### src/design/bdrm_pkg.sv
// Shared types, widths and constants for the battery drain rate monitor.
package bdrm_pkg;

   // Defaults for the top-level parameters.
   localparam int WINDOW_DEF       = 10;
   localparam int NUM_CHANNELS_DEF = 4;

   // Field widths.
   localparam int CHANNEL_W = 2;
   localparam int TIME_W    = 32;
   localparam int LEVEL_W   = 15;
   localparam int RATE_W    = 16;
   localparam int DEN_W     = 25;   // depletion * 1000 always fits
   localparam int PROD_W    = 48;   // 32 x 16 product
   localparam int STEP_W    = 5;    // counts the 16 quotient bits

   // Stream word layouts.
   localparam int REQ_FIELDS_W = CHANNEL_W + TIME_W + LEVEL_W;
   localparam int REQ_TDATA_W  = ((REQ_FIELDS_W + 7) / 8) * 8;
   localparam int RSP_FIELDS_W = CHANNEL_W + RATE_W + 1 + RATE_W + RATE_W;
   localparam int RSP_TDATA_W  = ((RSP_FIELDS_W + 7) / 8) * 8;
   localparam int RSP_PAD_W    = RSP_TDATA_W - RSP_FIELDS_W;

   // Configuration port.
   localparam int CSR_INDEX_W = 2;
   localparam int CSR_DATA_W  = 16;
   localparam logic [CSR_INDEX_W-1:0] CSR_THRESHOLD = 2'd0;
   localparam logic [CSR_INDEX_W-1:0] CSR_CRITICAL  = 2'd1;
   localparam logic [RATE_W-1:0]      THRESHOLD_RST = 16'd384;
   localparam logic [LEVEL_W-1:0]     CRITICAL_RST  = 15'd5120;

   // Item kinds.
   localparam logic MODE_PUSH = 1'b0;

   // Arithmetic constants.
   localparam logic [RATE_W-1:0] MS_PER_S = 16'd1000;
   localparam logic [RATE_W-1:0] SAT16    = 16'hFFFF;

   // Queue between front and back.
   localparam int Q_DEPTH = 2;

   // One classified item, handed from front to back.
   typedef struct packed {
      logic [CHANNEL_W-1:0] channel;
      logic                 mode;
      logic                 defined;   // rate is defined for this window
      logic [LEVEL_W-1:0]   dep;       // oldest level minus newest level
      logic [TIME_W-1:0]    span;      // newest time minus oldest time
      logic [LEVEL_W-1:0]   newest;    // newest level
   } bdrm_job_type;

   // Configuration registers seen by the back end.
   typedef struct packed {
      logic [RATE_W-1:0]  threshold;
      logic [LEVEL_W-1:0] critical;
   } bdrm_cfg_type;

endpackage

### src/design/bdrm_ram.sv
// Generic single-port-write, single-port-read RAM with registered read data.
module bdrm_ram #(
   parameter int WIDTH = 8,
   parameter int DEPTH = 16
) (
   input  logic                     clock,
   input  logic                     wr_en,
   input  logic [$clog2(DEPTH)-1:0] wr_addr,
   input  logic [WIDTH-1:0]         wr_data,
   input  logic [$clog2(DEPTH)-1:0] rd_addr,
   output logic [WIDTH-1:0]         rd_data
);

   logic [WIDTH-1:0] mem_ff [DEPTH];
   logic [WIDTH-1:0] rd_data_ff;

   always_ff @(posedge clock) begin
      if (wr_en) begin
         mem_ff[wr_addr] <= wr_data;
      end
      rd_data_ff <= mem_ff[rd_addr];
   end

   assign rd_data = rd_data_ff;

endmodule

### src/design/bdrm_fifo.sv
// Short register queue carrying classified items from front to back.
module bdrm_fifo #(
   parameter int DEPTH = bdrm_pkg::Q_DEPTH
) (
   input  logic                  clock,
   input  logic                  reset,
   input  logic                  push,
   input  bdrm_pkg::bdrm_job_type push_data,
   output logic                  full,
   input  logic                  pop,
   output bdrm_pkg::bdrm_job_type pop_data,
   output logic                  empty
);
   import bdrm_pkg::*;

   localparam int PW = (DEPTH > 1) ? $clog2(DEPTH) : 1;
   localparam int CNTW = $clog2(DEPTH + 1);

   bdrm_job_type    entry_ff [DEPTH];
   logic [PW-1:0]   wr_ptr_ff, wr_ptr_in;
   logic [PW-1:0]   rd_ptr_ff, rd_ptr_in;
   logic [CNTW-1:0] count_ff, count_in;
   logic            do_push, do_pop;

   assign full     = (count_ff == CNTW'(DEPTH));
   assign empty    = (count_ff == '0);
   assign do_push  = push && !full;
   assign do_pop   = pop && !empty;
   assign pop_data = entry_ff[rd_ptr_ff];

   always_comb begin
      wr_ptr_in = wr_ptr_ff;
      rd_ptr_in = rd_ptr_ff;
      count_in  = count_ff;
      if (do_push) begin
         wr_ptr_in = (wr_ptr_ff == PW'(DEPTH - 1)) ? '0 : wr_ptr_ff + 1'b1;
      end
      if (do_pop) begin
         rd_ptr_in = (rd_ptr_ff == PW'(DEPTH - 1)) ? '0 : rd_ptr_ff + 1'b1;
      end
      if (do_push && !do_pop) begin
         count_in = count_ff + 1'b1;
      end else if (do_pop && !do_push) begin
         count_in = count_ff - 1'b1;
      end
   end

   always_ff @(posedge clock) begin
      if (reset) begin
         wr_ptr_ff <= '0;
         rd_ptr_ff <= '0;
         count_ff  <= '0;
      end else begin
         wr_ptr_ff <= wr_ptr_in;
         rd_ptr_ff <= rd_ptr_in;
         count_ff  <= count_in;
      end
   end

   always_ff @(posedge clock) begin
      if (do_push) begin
         entry_ff[wr_ptr_ff] <= push_data;
      end
   end

endmodule

### src/design/bdrm_front.sv
// Front end: accepts words, updates the sample windows, classifies the window.
module bdrm_front #(
   parameter int WINDOW       = bdrm_pkg::WINDOW_DEF,
   parameter int NUM_CHANNELS = bdrm_pkg::NUM_CHANNELS_DEF
) (
   input  logic                              clock,
   input  logic                              reset,
   input  logic                              req_tvalid,
   output logic                              req_tready,
   input  logic [bdrm_pkg::REQ_TDATA_W-1:0]  req_tdata,
   input  logic                              req_tuser,
   output logic                              job_push,
   output bdrm_pkg::bdrm_job_type            job_data,
   input  logic                              job_full
);
   import bdrm_pkg::*;

   localparam int DEPTH   = NUM_CHANNELS * WINDOW;
   localparam int AW      = $clog2(DEPTH);
   localparam int HW      = $clog2(WINDOW);
   localparam int FW      = $clog2(WINDOW + 1);
   localparam int DW      = HW + 2;
   localparam int CW      = (NUM_CHANNELS > 1) ? $clog2(NUM_CHANNELS) : 1;
   localparam int CHX     = (CW > CHANNEL_W) ? CW : CHANNEL_W;
   localparam int ENTRY_W = TIME_W + LEVEL_W;

   localparam logic [2:0] F_IDLE  = 3'd0;
   localparam logic [2:0] F_WRITE = 3'd1;
   localparam logic [2:0] F_RDN   = 3'd2;
   localparam logic [2:0] F_RDO   = 3'd3;
   localparam logic [2:0] F_CAPO  = 3'd4;
   localparam logic [2:0] F_ENQ   = 3'd5;

   logic [2:0]           state_ff, state_in;
   logic [HW-1:0]        head_ff [NUM_CHANNELS];
   logic [FW-1:0]        fill_ff [NUM_CHANNELS];
   logic                 seen_ff;
   logic                 mode_ff;
   logic [CHANNEL_W-1:0] ch_ff;
   logic [TIME_W-1:0]    ts_ff;
   logic [LEVEL_W-1:0]   lvl_ff;
   logic [TIME_W-1:0]    new_time_ff, old_time_ff;
   logic [LEVEL_W-1:0]   new_lvl_ff, old_lvl_ff;

   logic                 accept, ch_ok, is_push;
   logic [CHX-1:0]       ch_ext;
   logic [CW-1:0]        idx;
   logic [HW-1:0]        head, head_next, newest_i, oldest_i;
   logic [FW-1:0]        fill;
   logic [DW-1:0]        oldest_sum;
   logic [AW-1:0]        base, wr_addr, rd_addr;
   logic                 wr_en;
   logic [ENTRY_W-1:0]   rd_data;
   logic [TIME_W-1:0]    span;

   assign accept     = req_tvalid && req_tready;
   assign req_tready = (state_ff == F_IDLE);

   assign ch_ok   = (32'(ch_ff) < NUM_CHANNELS);
   assign is_push = (mode_ff == MODE_PUSH);
   assign ch_ext  = CHX'(ch_ff);
   assign idx     = ch_ext[CW-1:0];
   assign head    = head_ff[idx];
   assign fill    = fill_ff[idx];
   assign base    = AW'(idx) * AW'(WINDOW);

   // Ring arithmetic: newest sits just behind the head, oldest fill slots back.
   assign head_next  = (head == HW'(WINDOW - 1)) ? '0 : head + 1'b1;
   assign newest_i   = (head == '0) ? HW'(WINDOW - 1) : head - 1'b1;
   assign oldest_sum = DW'(head) + DW'(WINDOW) - DW'(fill);
   assign oldest_i   = (oldest_sum >= DW'(WINDOW)) ? HW'(oldest_sum - DW'(WINDOW))
                                                   : HW'(oldest_sum);

   assign wr_en   = (state_ff == F_WRITE) && ch_ok && is_push;
   assign wr_addr = base + AW'(head);
   assign rd_addr = base + AW'((state_ff == F_RDN) ? newest_i : oldest_i);

   bdrm_ram #(
      .WIDTH (ENTRY_W),
      .DEPTH (DEPTH)
   ) u_store (
      .clock   (clock),
      .wr_en   (wr_en),
      .wr_addr (wr_addr),
      .wr_data ({ts_ff, lvl_ff}),
      .rd_addr (rd_addr),
      .rd_data (rd_data)
   );

   // Classify: one sample gives a zero span, so it falls out as undefined too.
   assign span = new_time_ff - old_time_ff;

   always_comb begin
      job_data.channel = ch_ff;
      job_data.mode    = mode_ff;
      job_data.defined = seen_ff && (span != '0) && (old_lvl_ff > new_lvl_ff);
      job_data.dep     = old_lvl_ff - new_lvl_ff;
      job_data.span    = span;
      job_data.newest  = new_lvl_ff;
   end

   assign job_push = (state_ff == F_ENQ) && !job_full;

   always_comb begin
      state_in = state_ff;
      case (state_ff)
         F_IDLE:  if (accept) state_in = F_WRITE;
         F_WRITE: state_in = ch_ok ? F_RDN : F_ENQ;
         F_RDN:   state_in = (fill == '0) ? F_ENQ : F_RDO;
         F_RDO:   state_in = F_CAPO;
         F_CAPO:  state_in = F_ENQ;
         F_ENQ:   if (!job_full) state_in = F_IDLE;
         default: state_in = F_IDLE;
      endcase
   end

   always_ff @(posedge clock) begin
      if (reset) begin
         state_ff <= F_IDLE;
         seen_ff  <= 1'b0;
         for (int i = 0; i < NUM_CHANNELS; i++) begin
            head_ff[i] <= '0;
            fill_ff[i] <= '0;
         end
      end else begin
         state_ff <= state_in;
         if (accept) begin
            seen_ff <= 1'b0;
         end else if (state_ff == F_CAPO) begin
            seen_ff <= 1'b1;
         end
         if (wr_en) begin
            head_ff[idx] <= head_next;
            if (fill < FW'(WINDOW)) begin
               fill_ff[idx] <= fill + 1'b1;
            end
         end
      end
   end

   always_ff @(posedge clock) begin
      if (accept) begin
         mode_ff <= req_tuser;
         ch_ff   <= req_tdata[CHANNEL_W-1:0];
         ts_ff   <= req_tdata[CHANNEL_W +: TIME_W];
         lvl_ff  <= req_tdata[CHANNEL_W + TIME_W +: LEVEL_W];
      end
      if (state_ff == F_RDO) begin
         {new_time_ff, new_lvl_ff} <= rd_data;
      end
      if (state_ff == F_CAPO) begin
         {old_time_ff, old_lvl_ff} <= rd_data;
      end
   end

endmodule

### src/design/bdrm_back.sv
// Back end: multiplies and divides out rate, alarm and times, drives the result.
module bdrm_back (
   input  logic                              clock,
   input  logic                              reset,
   input  logic                              job_empty,
   output logic                              job_pop,
   input  bdrm_pkg::bdrm_job_type            job_data,
   input  bdrm_pkg::bdrm_cfg_type            cfg,
   output logic                              rsp_tvalid,
   input  logic                              rsp_tready,
   output logic [bdrm_pkg::RSP_TDATA_W-1:0]  rsp_tdata
);
   import bdrm_pkg::*;

   localparam int QBITS = RATE_W;

   localparam logic [3:0] B_IDLE  = 4'd0;
   localparam logic [3:0] B_MDEN  = 4'd1;
   localparam logic [3:0] B_MTHR  = 4'd2;
   localparam logic [3:0] B_MTTC  = 4'd3;
   localparam logic [3:0] B_MTTE  = 4'd4;
   localparam logic [3:0] B_DINIT = 4'd5;
   localparam logic [3:0] B_DRUN  = 4'd6;
   localparam logic [3:0] B_OUT   = 4'd7;

   localparam logic [1:0] PH_RATE = 2'd0;
   localparam logic [1:0] PH_TTC  = 2'd1;
   localparam logic [1:0] PH_TTE  = 2'd2;

   logic [3:0]             state_ff, state_in;
   logic [1:0]             phase_ff, phase_in;
   logic                   rsp_valid_ff;
   logic [RSP_TDATA_W-1:0] rsp_data_ff;

   bdrm_job_type           job_ff;
   logic [DEN_W-1:0]       den_ff;
   logic [PROD_W-1:0]      thr_prod_ff;
   logic [TIME_W-1:0]      div_hi_ff, div_d_ff, rem_ff;
   logic [QBITS-1:0]       div_lo_ff, q_ff;
   logic [STEP_W-1:0]      cnt_ff;
   logic [RATE_W-1:0]      rate_ff, ttc_ff, tte_ff;
   logic                   alarm_ff;

   logic [TIME_W-1:0]      mul_a;
   logic [RATE_W-1:0]      mul_b;
   logic [PROD_W-1:0]      product;
   logic [LEVEL_W-1:0]     ttc_diff;
   logic                   out_free, div_sat, div_last, div_done, div_ge;
   logic [TIME_W:0]        rem_shift;
   logic [TIME_W-1:0]      rem_next;
   logic [QBITS-1:0]       q_next, div_result;

   assign out_free = !rsp_valid_ff || rsp_tready;
   assign job_pop  = (state_ff == B_IDLE) && !job_empty;
   assign ttc_diff = (job_ff.newest > cfg.critical) ? job_ff.newest - cfg.critical : '0;

   // Shared 32 x 16 multiplier; each product lands in a register.
   always_comb begin
      case (state_ff)
         B_MDEN: begin
            mul_a = TIME_W'(job_ff.dep);
            mul_b = MS_PER_S;
         end
         B_MTHR: begin
            mul_a = job_ff.span;
            mul_b = cfg.threshold;
         end
         B_MTTC: begin
            mul_a = job_ff.span;
            mul_b = RATE_W'(ttc_diff);
         end
         B_MTTE: begin
            mul_a = job_ff.span;
            mul_b = RATE_W'(job_ff.newest);
         end
         default: begin
            mul_a = '0;
            mul_b = '0;
         end
      endcase
   end

   assign product = PROD_W'(mul_a) * PROD_W'(mul_b);

   // Saturating divider: upper numerator bits at or above the divisor mean
   // the quotient cannot fit 16 bits; otherwise shift in 16 low bits.
   assign div_sat    = (div_hi_ff >= div_d_ff);
   assign rem_shift  = {rem_ff, div_lo_ff[QBITS-1]};
   assign div_ge     = (rem_shift >= {1'b0, div_d_ff});
   assign rem_next   = div_ge ? TIME_W'(rem_shift - {1'b0, div_d_ff}) : rem_shift[TIME_W-1:0];
   assign q_next     = {q_ff[QBITS-2:0], div_ge};
   assign div_last   = (state_ff == B_DRUN) && (cnt_ff == STEP_W'(1));
   assign div_done   = ((state_ff == B_DINIT) && div_sat) || div_last;
   assign div_result = (state_ff == B_DINIT) ? SAT16 : q_next;

   always_comb begin
      state_in = state_ff;
      phase_in = phase_ff;
      case (state_ff)
         B_IDLE: begin
            if (!job_empty) begin
               state_in = job_data.defined ? B_MDEN : B_OUT;
            end
         end
         B_MDEN: state_in = B_MTHR;
         B_MTHR: begin
            state_in = B_DINIT;
            phase_in = PH_RATE;
         end
         B_MTTC: begin
            state_in = B_DINIT;
            phase_in = PH_TTC;
         end
         B_MTTE: begin
            state_in = B_DINIT;
            phase_in = PH_TTE;
         end
         B_DINIT, B_DRUN: begin
            if (div_done) begin
               case (phase_ff)
                  PH_RATE: state_in = B_MTTC;
                  PH_TTC:  state_in = B_MTTE;
                  default: state_in = B_OUT;
               endcase
            end else begin
               state_in = B_DRUN;
            end
         end
         B_OUT:   if (out_free) state_in = B_IDLE;
         default: state_in = B_IDLE;
      endcase
   end

   always_ff @(posedge clock) begin
      if (reset) begin
         state_ff     <= B_IDLE;
         phase_ff     <= PH_RATE;
         rsp_valid_ff <= 1'b0;
      end else begin
         state_ff <= state_in;
         phase_ff <= phase_in;
         if ((state_ff == B_OUT) && out_free) begin
            rsp_valid_ff <= 1'b1;
         end else if (rsp_tready) begin
            rsp_valid_ff <= 1'b0;
         end
      end
   end

   always_ff @(posedge clock) begin
      case (state_ff)
         B_IDLE: begin
            job_ff   <= job_data;
            rate_ff  <= '0;
            ttc_ff   <= '0;
            tte_ff   <= '0;
            alarm_ff <= 1'b0;
         end
         B_MDEN: den_ff <= DEN_W'(product);
         B_MTHR: begin
            thr_prod_ff           <= product;
            {div_hi_ff, div_lo_ff} <= PROD_W'(den_ff);
            div_d_ff              <= job_ff.span;
         end
         B_MTTC, B_MTTE: begin
            {div_hi_ff, div_lo_ff} <= product;
            div_d_ff              <= TIME_W'(den_ff);
         end
         B_DINIT: begin
            rem_ff <= div_hi_ff;
            q_ff   <= '0;
            cnt_ff <= STEP_W'(QBITS);
         end
         B_DRUN: begin
            rem_ff    <= rem_next;
            q_ff      <= q_next;
            div_lo_ff <= {div_lo_ff[QBITS-2:0], 1'b0};
            cnt_ff    <= cnt_ff - 1'b1;
         end
         default: ;
      endcase

      // Exact compare: den * 256 against threshold * span, pushes only.
      if (state_ff == B_MTTC) begin
         alarm_ff <= (job_ff.mode == MODE_PUSH) &&
                     (PROD_W'({den_ff, 8'h00}) > thr_prod_ff);
      end

      if (div_done) begin
         case (phase_ff)
            PH_RATE: rate_ff <= div_result;
            PH_TTC:  ttc_ff  <= div_result;
            default: tte_ff  <= div_result;
         endcase
      end

      if ((state_ff == B_OUT) && out_free) begin
         rsp_data_ff <= {{RSP_PAD_W{1'b0}}, tte_ff, ttc_ff, alarm_ff, rate_ff, job_ff.channel};
      end
   end

   assign rsp_tvalid = rsp_valid_ff;
   assign rsp_tdata  = rsp_data_ff;

endmodule

### src/design/battery_drain_rate_monitor_top.sv
// Top level of the battery drain rate monitor: ports, registers, front, queue, back.
//
//  Channel  Direction  Handshake                Payload
//  req_     in         req_tvalid / req_tready  tdata: channel, timestamp_ms, battery_level
//                                               tuser: mode
//  rsp_     out        rsp_tvalid / rsp_tready  tdata: out_channel, drain_rate, drain_alarm,
//                                               seconds_to_critical, seconds_to_empty
//  csr_     in         csr_valid / csr_ready    csr_index, csr_data
//
//  Front: accept, store write, newest read, oldest read, capture, queue; an empty window
//  skips oldest read and capture. Back: with a defined rate, multiplies, three divisions
//  (an init step, then shift steps; the init alone when a quotient saturates), else output
//  only; the back's divider sets the sustained rate. Reset clears ring heads, fill counts,
//  queue and output valid; the sample store has no reset. A stalled result holds the
//  back, the full queue then holds the front, and req_tready drops.
module battery_drain_rate_monitor_top #(
   parameter int WINDOW       = bdrm_pkg::WINDOW_DEF,
   parameter int NUM_CHANNELS = bdrm_pkg::NUM_CHANNELS_DEF
) (
   input  logic                              clock,
   input  logic                              reset,
   // Input words
   input  logic                              req_tvalid,
   output logic                              req_tready,
   // [1:0] channel, [33:2] timestamp_ms, [48:34] battery_level, rest zero
   input  logic [bdrm_pkg::REQ_TDATA_W-1:0]  req_tdata,
   // [0] mode
   input  logic                              req_tuser,
   // Result words
   output logic                              rsp_tvalid,
   input  logic                              rsp_tready,
   // [1:0] out_channel, [17:2] drain_rate, [18] drain_alarm,
   // [34:19] seconds_to_critical, [50:35] seconds_to_empty, rest zero
   output logic [bdrm_pkg::RSP_TDATA_W-1:0]  rsp_tdata,
   // Configuration writes
   input  logic                              csr_valid,
   output logic                              csr_ready,
   input  logic [bdrm_pkg::CSR_INDEX_W-1:0]  csr_index,
   input  logic [bdrm_pkg::CSR_DATA_W-1:0]   csr_data
);
   import bdrm_pkg::*;

   logic [RATE_W-1:0]  threshold_ff;
   logic [LEVEL_W-1:0] critical_ff;
   bdrm_cfg_type       cfg;

   bdrm_job_type       push_job, pop_job;
   logic               job_push, job_pop, job_full, job_empty;

   // Registers take a write in any cycle; indexes past the list are dropped.
   assign csr_ready = 1'b1;

   always_ff @(posedge clock) begin
      if (reset) begin
         threshold_ff <= THRESHOLD_RST;
         critical_ff  <= CRITICAL_RST;
      end else if (csr_valid && csr_ready) begin
         case (csr_index)
            CSR_THRESHOLD: threshold_ff <= csr_data;
            CSR_CRITICAL:  critical_ff  <= csr_data[LEVEL_W-1:0];
            default: ;
         endcase
      end
   end

   assign cfg.threshold = threshold_ff;
   assign cfg.critical  = critical_ff;

   // Front: accept, update the window, classify.
   bdrm_front #(
      .WINDOW       (WINDOW),
      .NUM_CHANNELS (NUM_CHANNELS)
   ) u_front (
      .clock      (clock),
      .reset      (reset),
      .req_tvalid (req_tvalid),
      .req_tready (req_tready),
      .req_tdata  (req_tdata),
      .req_tuser  (req_tuser),
      .job_push   (job_push),
      .job_data   (push_job),
      .job_full   (job_full)
   );

   // Queue: decouple front from back.
   bdrm_fifo #(
      .DEPTH (Q_DEPTH)
   ) u_queue (
      .clock     (clock),
      .reset     (reset),
      .push      (job_push),
      .push_data (push_job),
      .full      (job_full),
      .pop       (job_pop),
      .pop_data  (pop_job),
      .empty     (job_empty)
   );

   // Back: arithmetic and the output register.
   bdrm_back u_back (
      .clock      (clock),
      .reset      (reset),
      .job_empty  (job_empty),
      .job_pop    (job_pop),
      .job_data   (pop_job),
      .cfg        (cfg),
      .rsp_tvalid (rsp_tvalid),
      .rsp_tready (rsp_tready),
      .rsp_tdata  (rsp_tdata)
   );

endmodule

### config.mk
export PLATFORM = sky130hd
export DESIGN_NAME = battery_drain_rate_monitor_top
export DESIGN_NICKNAME = d
export VERILOG_FILES = /design/src/design/bdrm_pkg.sv /design/src/design/bdrm_ram.sv /design/src/design/bdrm_fifo.sv /design/src/design/bdrm_front.sv /design/src/design/bdrm_back.sv /design/src/design/battery_drain_rate_monitor_top.sv
export SDC_FILE = /design/constraint.sdc
export NUM_CORES = 2
export LEC_CHECK = 0
export BUFFER_PORTS_ARGS = -buffer_cell sky130_fd_sc_hd__buf_2
export CORE_MARGIN = 5
export CORE_UTILIZATION = 30
export DETAILED_ROUTE_END_ITERATION = 10
export GPL_TIMING_DRIVEN = 0
export PLACE_DENSITY = 0.52
export SLEW_MARGIN = 20
export SYNTH_ARGS = -nofsm -noshare
export SYNTH_HDL_FRONTEND = slang
export SYNTH_HIERARCHICAL = 1
export SYNTH_SLANG_ARGS = --single-unit
### constraint.sdc
create_clock -name clock -period 10 [get_ports clock]
set_input_delay 0 -clock clock [delete_from_list [all_inputs] [get_ports clock]]
set_output_delay 0 -clock clock [all_outputs]
set_load 0.03 [all_outputs]
==> report_table.html <==
<table>
<tr><th>Metric</th><th>Value</th></tr>
<tr><th colspan="2">Synth</th></tr>
<tr><td>Synthesis-stage register bit count</td><td>approximately 2.7k</td></tr>
<tr><td>Synthesis warning total</td><td>6</td></tr>
<tr><td>Simple-gate portion of the synthesized area</td><td>about 5.5%</td></tr>
<tr><td>Number of flops mapped to enable cells by yosys</td><td>approximately 2.5k</td></tr>
<tr><td>Proportion of register bits with asynchronous set or reset after synthesis</td><td>0%</td></tr>
<tr><td>Top area cells in the synthesized netlist</td><td>sky130_fd_sc_hd__edfxtp_1 (61%), sky130_fd_sc_hd__fa_1 (6.9%), sky130_fd_sc_hd__mux2i_1 (6.4%)</td></tr>
<tr><td>Adder-cell share of the synthesized area</td><td>9.81%</td></tr>
<tr><td>Syn Inst Count</td><td>8382</td></tr>
<tr><td>Mean instance size in the synthesized netlist</td><td>between 10 and 15 um^2</td></tr>
<tr><td>Synthesized-area fraction occupied by ao, oa, aoi and oai cells</td><td>a little under 8%</td></tr>
<tr><td>Share of the synthesized area in the top cell type</td><td>60.8%</td></tr>
<tr><td>Fraction of the yosys area taken by sequential cells</td><td>a little over three fifths</td></tr>
<tr><td>Unique masters post-synth</td><td>103</td></tr>
<tr><td>Synthesized area</td><td>roughly 0.12 mm^2</td></tr>
<tr><td>Dominant synthesized flop cell</td><td>sky130_fd_sc_hd__edfxtp_1</td></tr>
<tr><td>Largest family of logic cells by synthesized area</td><td>adder cells</td></tr>
<tr><td>Mux share of post-synthesis cell area</td><td>9.26%</td></tr>
<tr><td>Synth Area in XOR/XNOR</td><td>0.853%</td></tr>
<tr><td>Largest area contributor in the netlist</td><td>sky130_fd_sc_hd__edfxtp_1</td></tr>
<tr><th colspan="2">Setup path</th></tr>
<tr><td>Worst EP arrival</td><td>a little over 10000 ps</td></tr>
<tr><td>Top Family by Delay on Critical Path</td><td>adder cells</td></tr>
<tr><td>CP Data Required Time</td><td>between 10000 and 15000 ps</td></tr>
<tr><td>Worst setup path category</td><td>flip-flop to flip-flop</td></tr>
<tr><td>Setup crit end kind</td><td>flip-flop</td></tr>
<tr><td>Critical path's largest stage delay</td><td>690 ps</td></tr>
<tr><td>Critical path peak fanout</td><td>10</td></tr>
<tr><td>Most common cell on crit path</td><td>sky130_fd_sc_hd__fa_1</td></tr>
<tr><td>Sum of buffers and inverters on the critical path</td><td>7</td></tr>
<tr><td>Type of element launching the critical path</td><td>flip-flop</td></tr>
<tr><td>Master of the slowest instance on the critical path</td><td>sky130_fd_sc_hd__fa_1</td></tr>
<tr><th colspan="2">Detailed routing</th></tr>
<tr><td>Detail-routed net length per standard cell</td><td>26.5 um</td></tr>
<tr><td>Detailed-route via count</td><td>~75k</td></tr>
<tr><td>Post-DR vias/cell</td><td>between 5 and 6</td></tr>
<tr><td>Iteration-0 DRC count of the detailed router</td><td>7080</td></tr>
<tr><td>Drt first pass iters</td><td>5</td></tr>
<tr><td>Remaining antenna violation count</td><td>0</td></tr>
<tr><td>Total wirelength of the detailed-routed design</td><td>roughly 400000 um</td></tr>
<tr><td>DRC violation count after routing</td><td>0</td></tr>
<tr><th colspan="2">STA</th></tr>
<tr><td>Total count of max-transition violations in the final report</td><td>0</td></tr>
<tr><td>Unrepaired setup endpoints after global routing</td><td>false</td></tr>
<tr><td>Measured slew at the worst slew-check pin</td><td>about 1300 ps</td></tr>
<tr><td>Fmax achieved</td><td>0.104 GHz</td></tr>
<tr><td>Final number of setup-violating endpoints</td><td>0</td></tr>
<tr><td>Rel. slew slack</td><td>between 10% and 20%</td></tr>
<tr><td>Tcrit/Tclk final</td><td>96.4%</td></tr>
<tr><td>Final setup skew</td><td>approximately 100 ps</td></tr>
<tr><td>Final Hold Violating Endpoints</td><td>0</td></tr>
<tr><td>Post-layout min period</td><td>9640 ps</td></tr>
<tr><th colspan="2">Die</th></tr>
<tr><td>Initial core utilization</td><td>between 30% and 40%</td></tr>
<tr><td>Die extent in y</td><td>653 um</td></tr>
<tr><td>Number of I/O pins</td><td>roughly 140</td></tr>
<tr><td>Area enclosed by the die boundary</td><td>0.426 mm^2</td></tr>
<tr><td>Std-Cell Rows</td><td>around 240</td></tr>
<tr><td>Floorplan Core Area</td><td>about 0.41 mm^2</td></tr>
<tr><td>Die width</td><td>653 um</td></tr>
<tr><th colspan="2">Placed design</th></tr>
<tr><td>Total instance count after detailed placement</td><td>14.2k</td></tr>
<tr><td>Port bufs</td><td>between 100 and 150</td></tr>
<tr><td>Routability congestion estimate</td><td>0.915</td></tr>
<tr><td>DP HPWL</td><td>just under 300000 um</td></tr>
<tr><th colspan="2">Cells and area</th></tr>
<tr><td>Nets</td><td>roughly 10k</td></tr>
<tr><td>Share of cells above drive strength 1</td><td>~15%</td></tr>
<tr><td>Area taken by multi-input logic gates</td><td>0.0420 mm^2</td></tr>
<tr><td>Sequential standard cell area</td><td>about 0.08 mm^2</td></tr>
<tr><td>Most frequent cells in the layout</td><td>sky130_fd_sc_hd__edfxtp_1 (2510), sky130_fd_sc_hd__mux2i_1 (789), sky130_fd_sc_hd__nand2_1 (647)</td></tr>
<tr><td>End-of-flow core utilization</td><td>between 30% and 40%</td></tr>
<tr><td>Commonest non-fill, non-tap cell in the layout</td><td>sky130_fd_sc_hd__edfxtp_1</td></tr>
<tr><td>Area added between synthesis and finish</td><td>18.6%</td></tr>
<tr><td>Final Non-Filler Cells</td><td>around 15k</td></tr>
<tr><td>Filler instances</td><td>39.2k</td></tr>
<tr><th colspan="2">Pwr</th></tr>
<tr><td>Leakage power figure</td><td>approximately 53 nW</td></tr>
<tr><td>Total chip power</td><td>around 0.048 W</td></tr>
<tr><td>Max VDD drop</td><td>around 0.54 mV</td></tr>
<tr><td>Power per cell area</td><td>approximately 320 mW/mm^2</td></tr>
<tr><th colspan="2">CTS</th></tr>
<tr><td>Clock-pin slew reported for the worst setup and hold paths after clock tree synthesis</td><td>60 ps</td></tr>
<tr><td>Number of H-tree branching levels</td><td>5</td></tr>
<tr><td>TritonCTS clock tree</td><td>done</td></tr>
<tr><td>Clock Path Buffers</td><td>4</td></tr>
<tr><td>Number of sinks driven by the clock tree</td><td>around 2.7k</td></tr>
<tr><td>Clock latency at the later pin of the worst-skew pair</td><td>890 ps</td></tr>
<tr><td>Clock Tree Root</td><td>sky130_fd_sc_hd__clkbuf_16</td></tr>
<tr><td>Total CTS buffers</td><td>288</td></tr>
<tr><th colspan="2">GRT</th></tr>
<tr><td>Via count of the first global-routing pass</td><td>76.3k</td></tr>
<tr><td>Pin count of the biggest net entering global routing</td><td>57</td></tr>
<tr><td>Global routing usage summed across all routing layers</td><td>between 15 and 20%</td></tr>
<tr><td>Grt ovf</td><td>0</td></tr>
<tr><td>Antenna violations before repair</td><td>26</td></tr>
<tr><td>First-pass GRT wire length</td><td>about 560000 um</td></tr>
<tr><th colspan="2">Hold path</th></tr>
<tr><td>Worst hold path class</td><td>primary input to flip-flop</td></tr>
<tr><th colspan="2">Run status</th></tr>
<tr><td>Result of the run</td><td>completed</td></tr>
<tr><th colspan="2">Run</th></tr>
<tr><td># Max-Cap Violations</td><td>0</td></tr>
</table>
## path summary, 6_finish.rpt
| kind | from | end | slack [ps] | depth (start not counted) |
|---|---|---|---|---|
| setup / recovery | u_back/state_ff[0] | u_back/div_hi_ff[31] | 360 | 27 |
| hold / removal | csr_data[9] | threshold_ff[9] | 70 | 4 |
| setup reg to reg | u_back/state_ff[0] | u_back/div_hi_ff[31] | 360 | 27 |
| hold reg to reg | u_back/job_ff[64] | u_back/rsp_tdata[0] | 420 | 0 |
## synthesized netlist by cell type (all sizes together) (9+ instances only)
library cell and count:
edfxtp 2510, mux2i 789, nand2 648, inv 631, fa 425, nor2 391
ha 293, a21oi 266, clkbuf 258, a22oi 223, o21ai 208, buf 163
dfxtp 143, mux2 119, a22o 113, nand2b 113, a21o 109, a221oi 103
mux4 100, xnor2 84, and2 77, o22ai 52, a31oi 50, o41ai 47
nand3 41, and3 40, nor3 38, xor2 36, nor2b 34, nand4 33
o21a 26, a211oi 23, or3 22, o21bai 14, or2 13, o31ai 12
a211o 11, nor4 11, o211ai 10, and4 9
## worst min-delay path: cells and delay by family
kind                   cells  cell delay [ps]
buffers and inverters      2              630
muxes                      1              120
and+or+nand+nor            1               70
## metrics by stage
step | setup TNS, ps | hold slack [ps] | setup WS (ps) | instance area (um^2)
final | 0 | 68.8 | 363 | 147000
after global routing | 0 | 35.5 | 7.12 | 147000
after CTS | 0 | 8.90 | 4.56 | 147000
after detailed placement | -37130 | 178 | -1310 | 136000
after global placement | -530530 | 176 | -4640 | 132000
after floorplan | 0 | 69.1 | 363 | 124000
## power breakdown
group	internal, W	switching [W]
Sequential	0.0127	0.000276
Combinational	0.00767	0.0167
Clock	0.00600	0.00434
Total	0.0264	0.0213
## layout make-up
| cell class | instances | share of cell area [%] |
|---|---|---|
| diodes | 10 | 0.0170 |
| well taps | 5474 | 4.66 |
| inverters | 632 | 1.62 |
| repair buffers | 492 | 4.34 |
| multi-input cells | 4680 | 28.6 |
| plain buffers | 414 | 1.46 |
| flip-flops and latches | 2653 | 53.2 |
| clock buffers | 354 | 5.18 |
| clock inverters | 154 | 0.974 |
## repair_timing
action | in CTS | in global routing
resized for setup | 63 | 61
pin swaps | 1 | 1
setup buffers | 1 | 2
endpoints found under the hold margin | 124 | 0
setup endpoints to repair | 73 | 35
hold buffers | 140 | 0
## cells by family (layout without fill, tap and decap cells)
family	count (synthesis)	count (layout)
compound gates	1326	1326
xor+xnor	120	120
fa+ha+maj	718	718
buf+inv	1053	2046
flops	2653	2653
mux	1008	1008
other cells	2	16
simple gates	1502	1502
## flip-flops by register name, summed over array words and instances (netlist names), 47 cells and up, named ones only
register,cells
u_back/rsp_tdata,51
u_back/thr_prod_ff,48
u_queue/entry_ff,132
u_front/u_store/rd_data,47
u_back/job_ff,65
u_front/u_store/mem_ff,1880
## per-layer routing
metal / vias up / part of all wire (%) / global-route usage (%)
met5: - / 0.0058 / 0
met1: 38800 / 41 / 23.4
met4: 4 / 4.1 / 6.74
met2: 2591 / 49 / 31.0
li1: 32700 / - / -
met3: 640 / 5.4 / 2.11
Note: power is estimated with default switching activity, not from simulation.
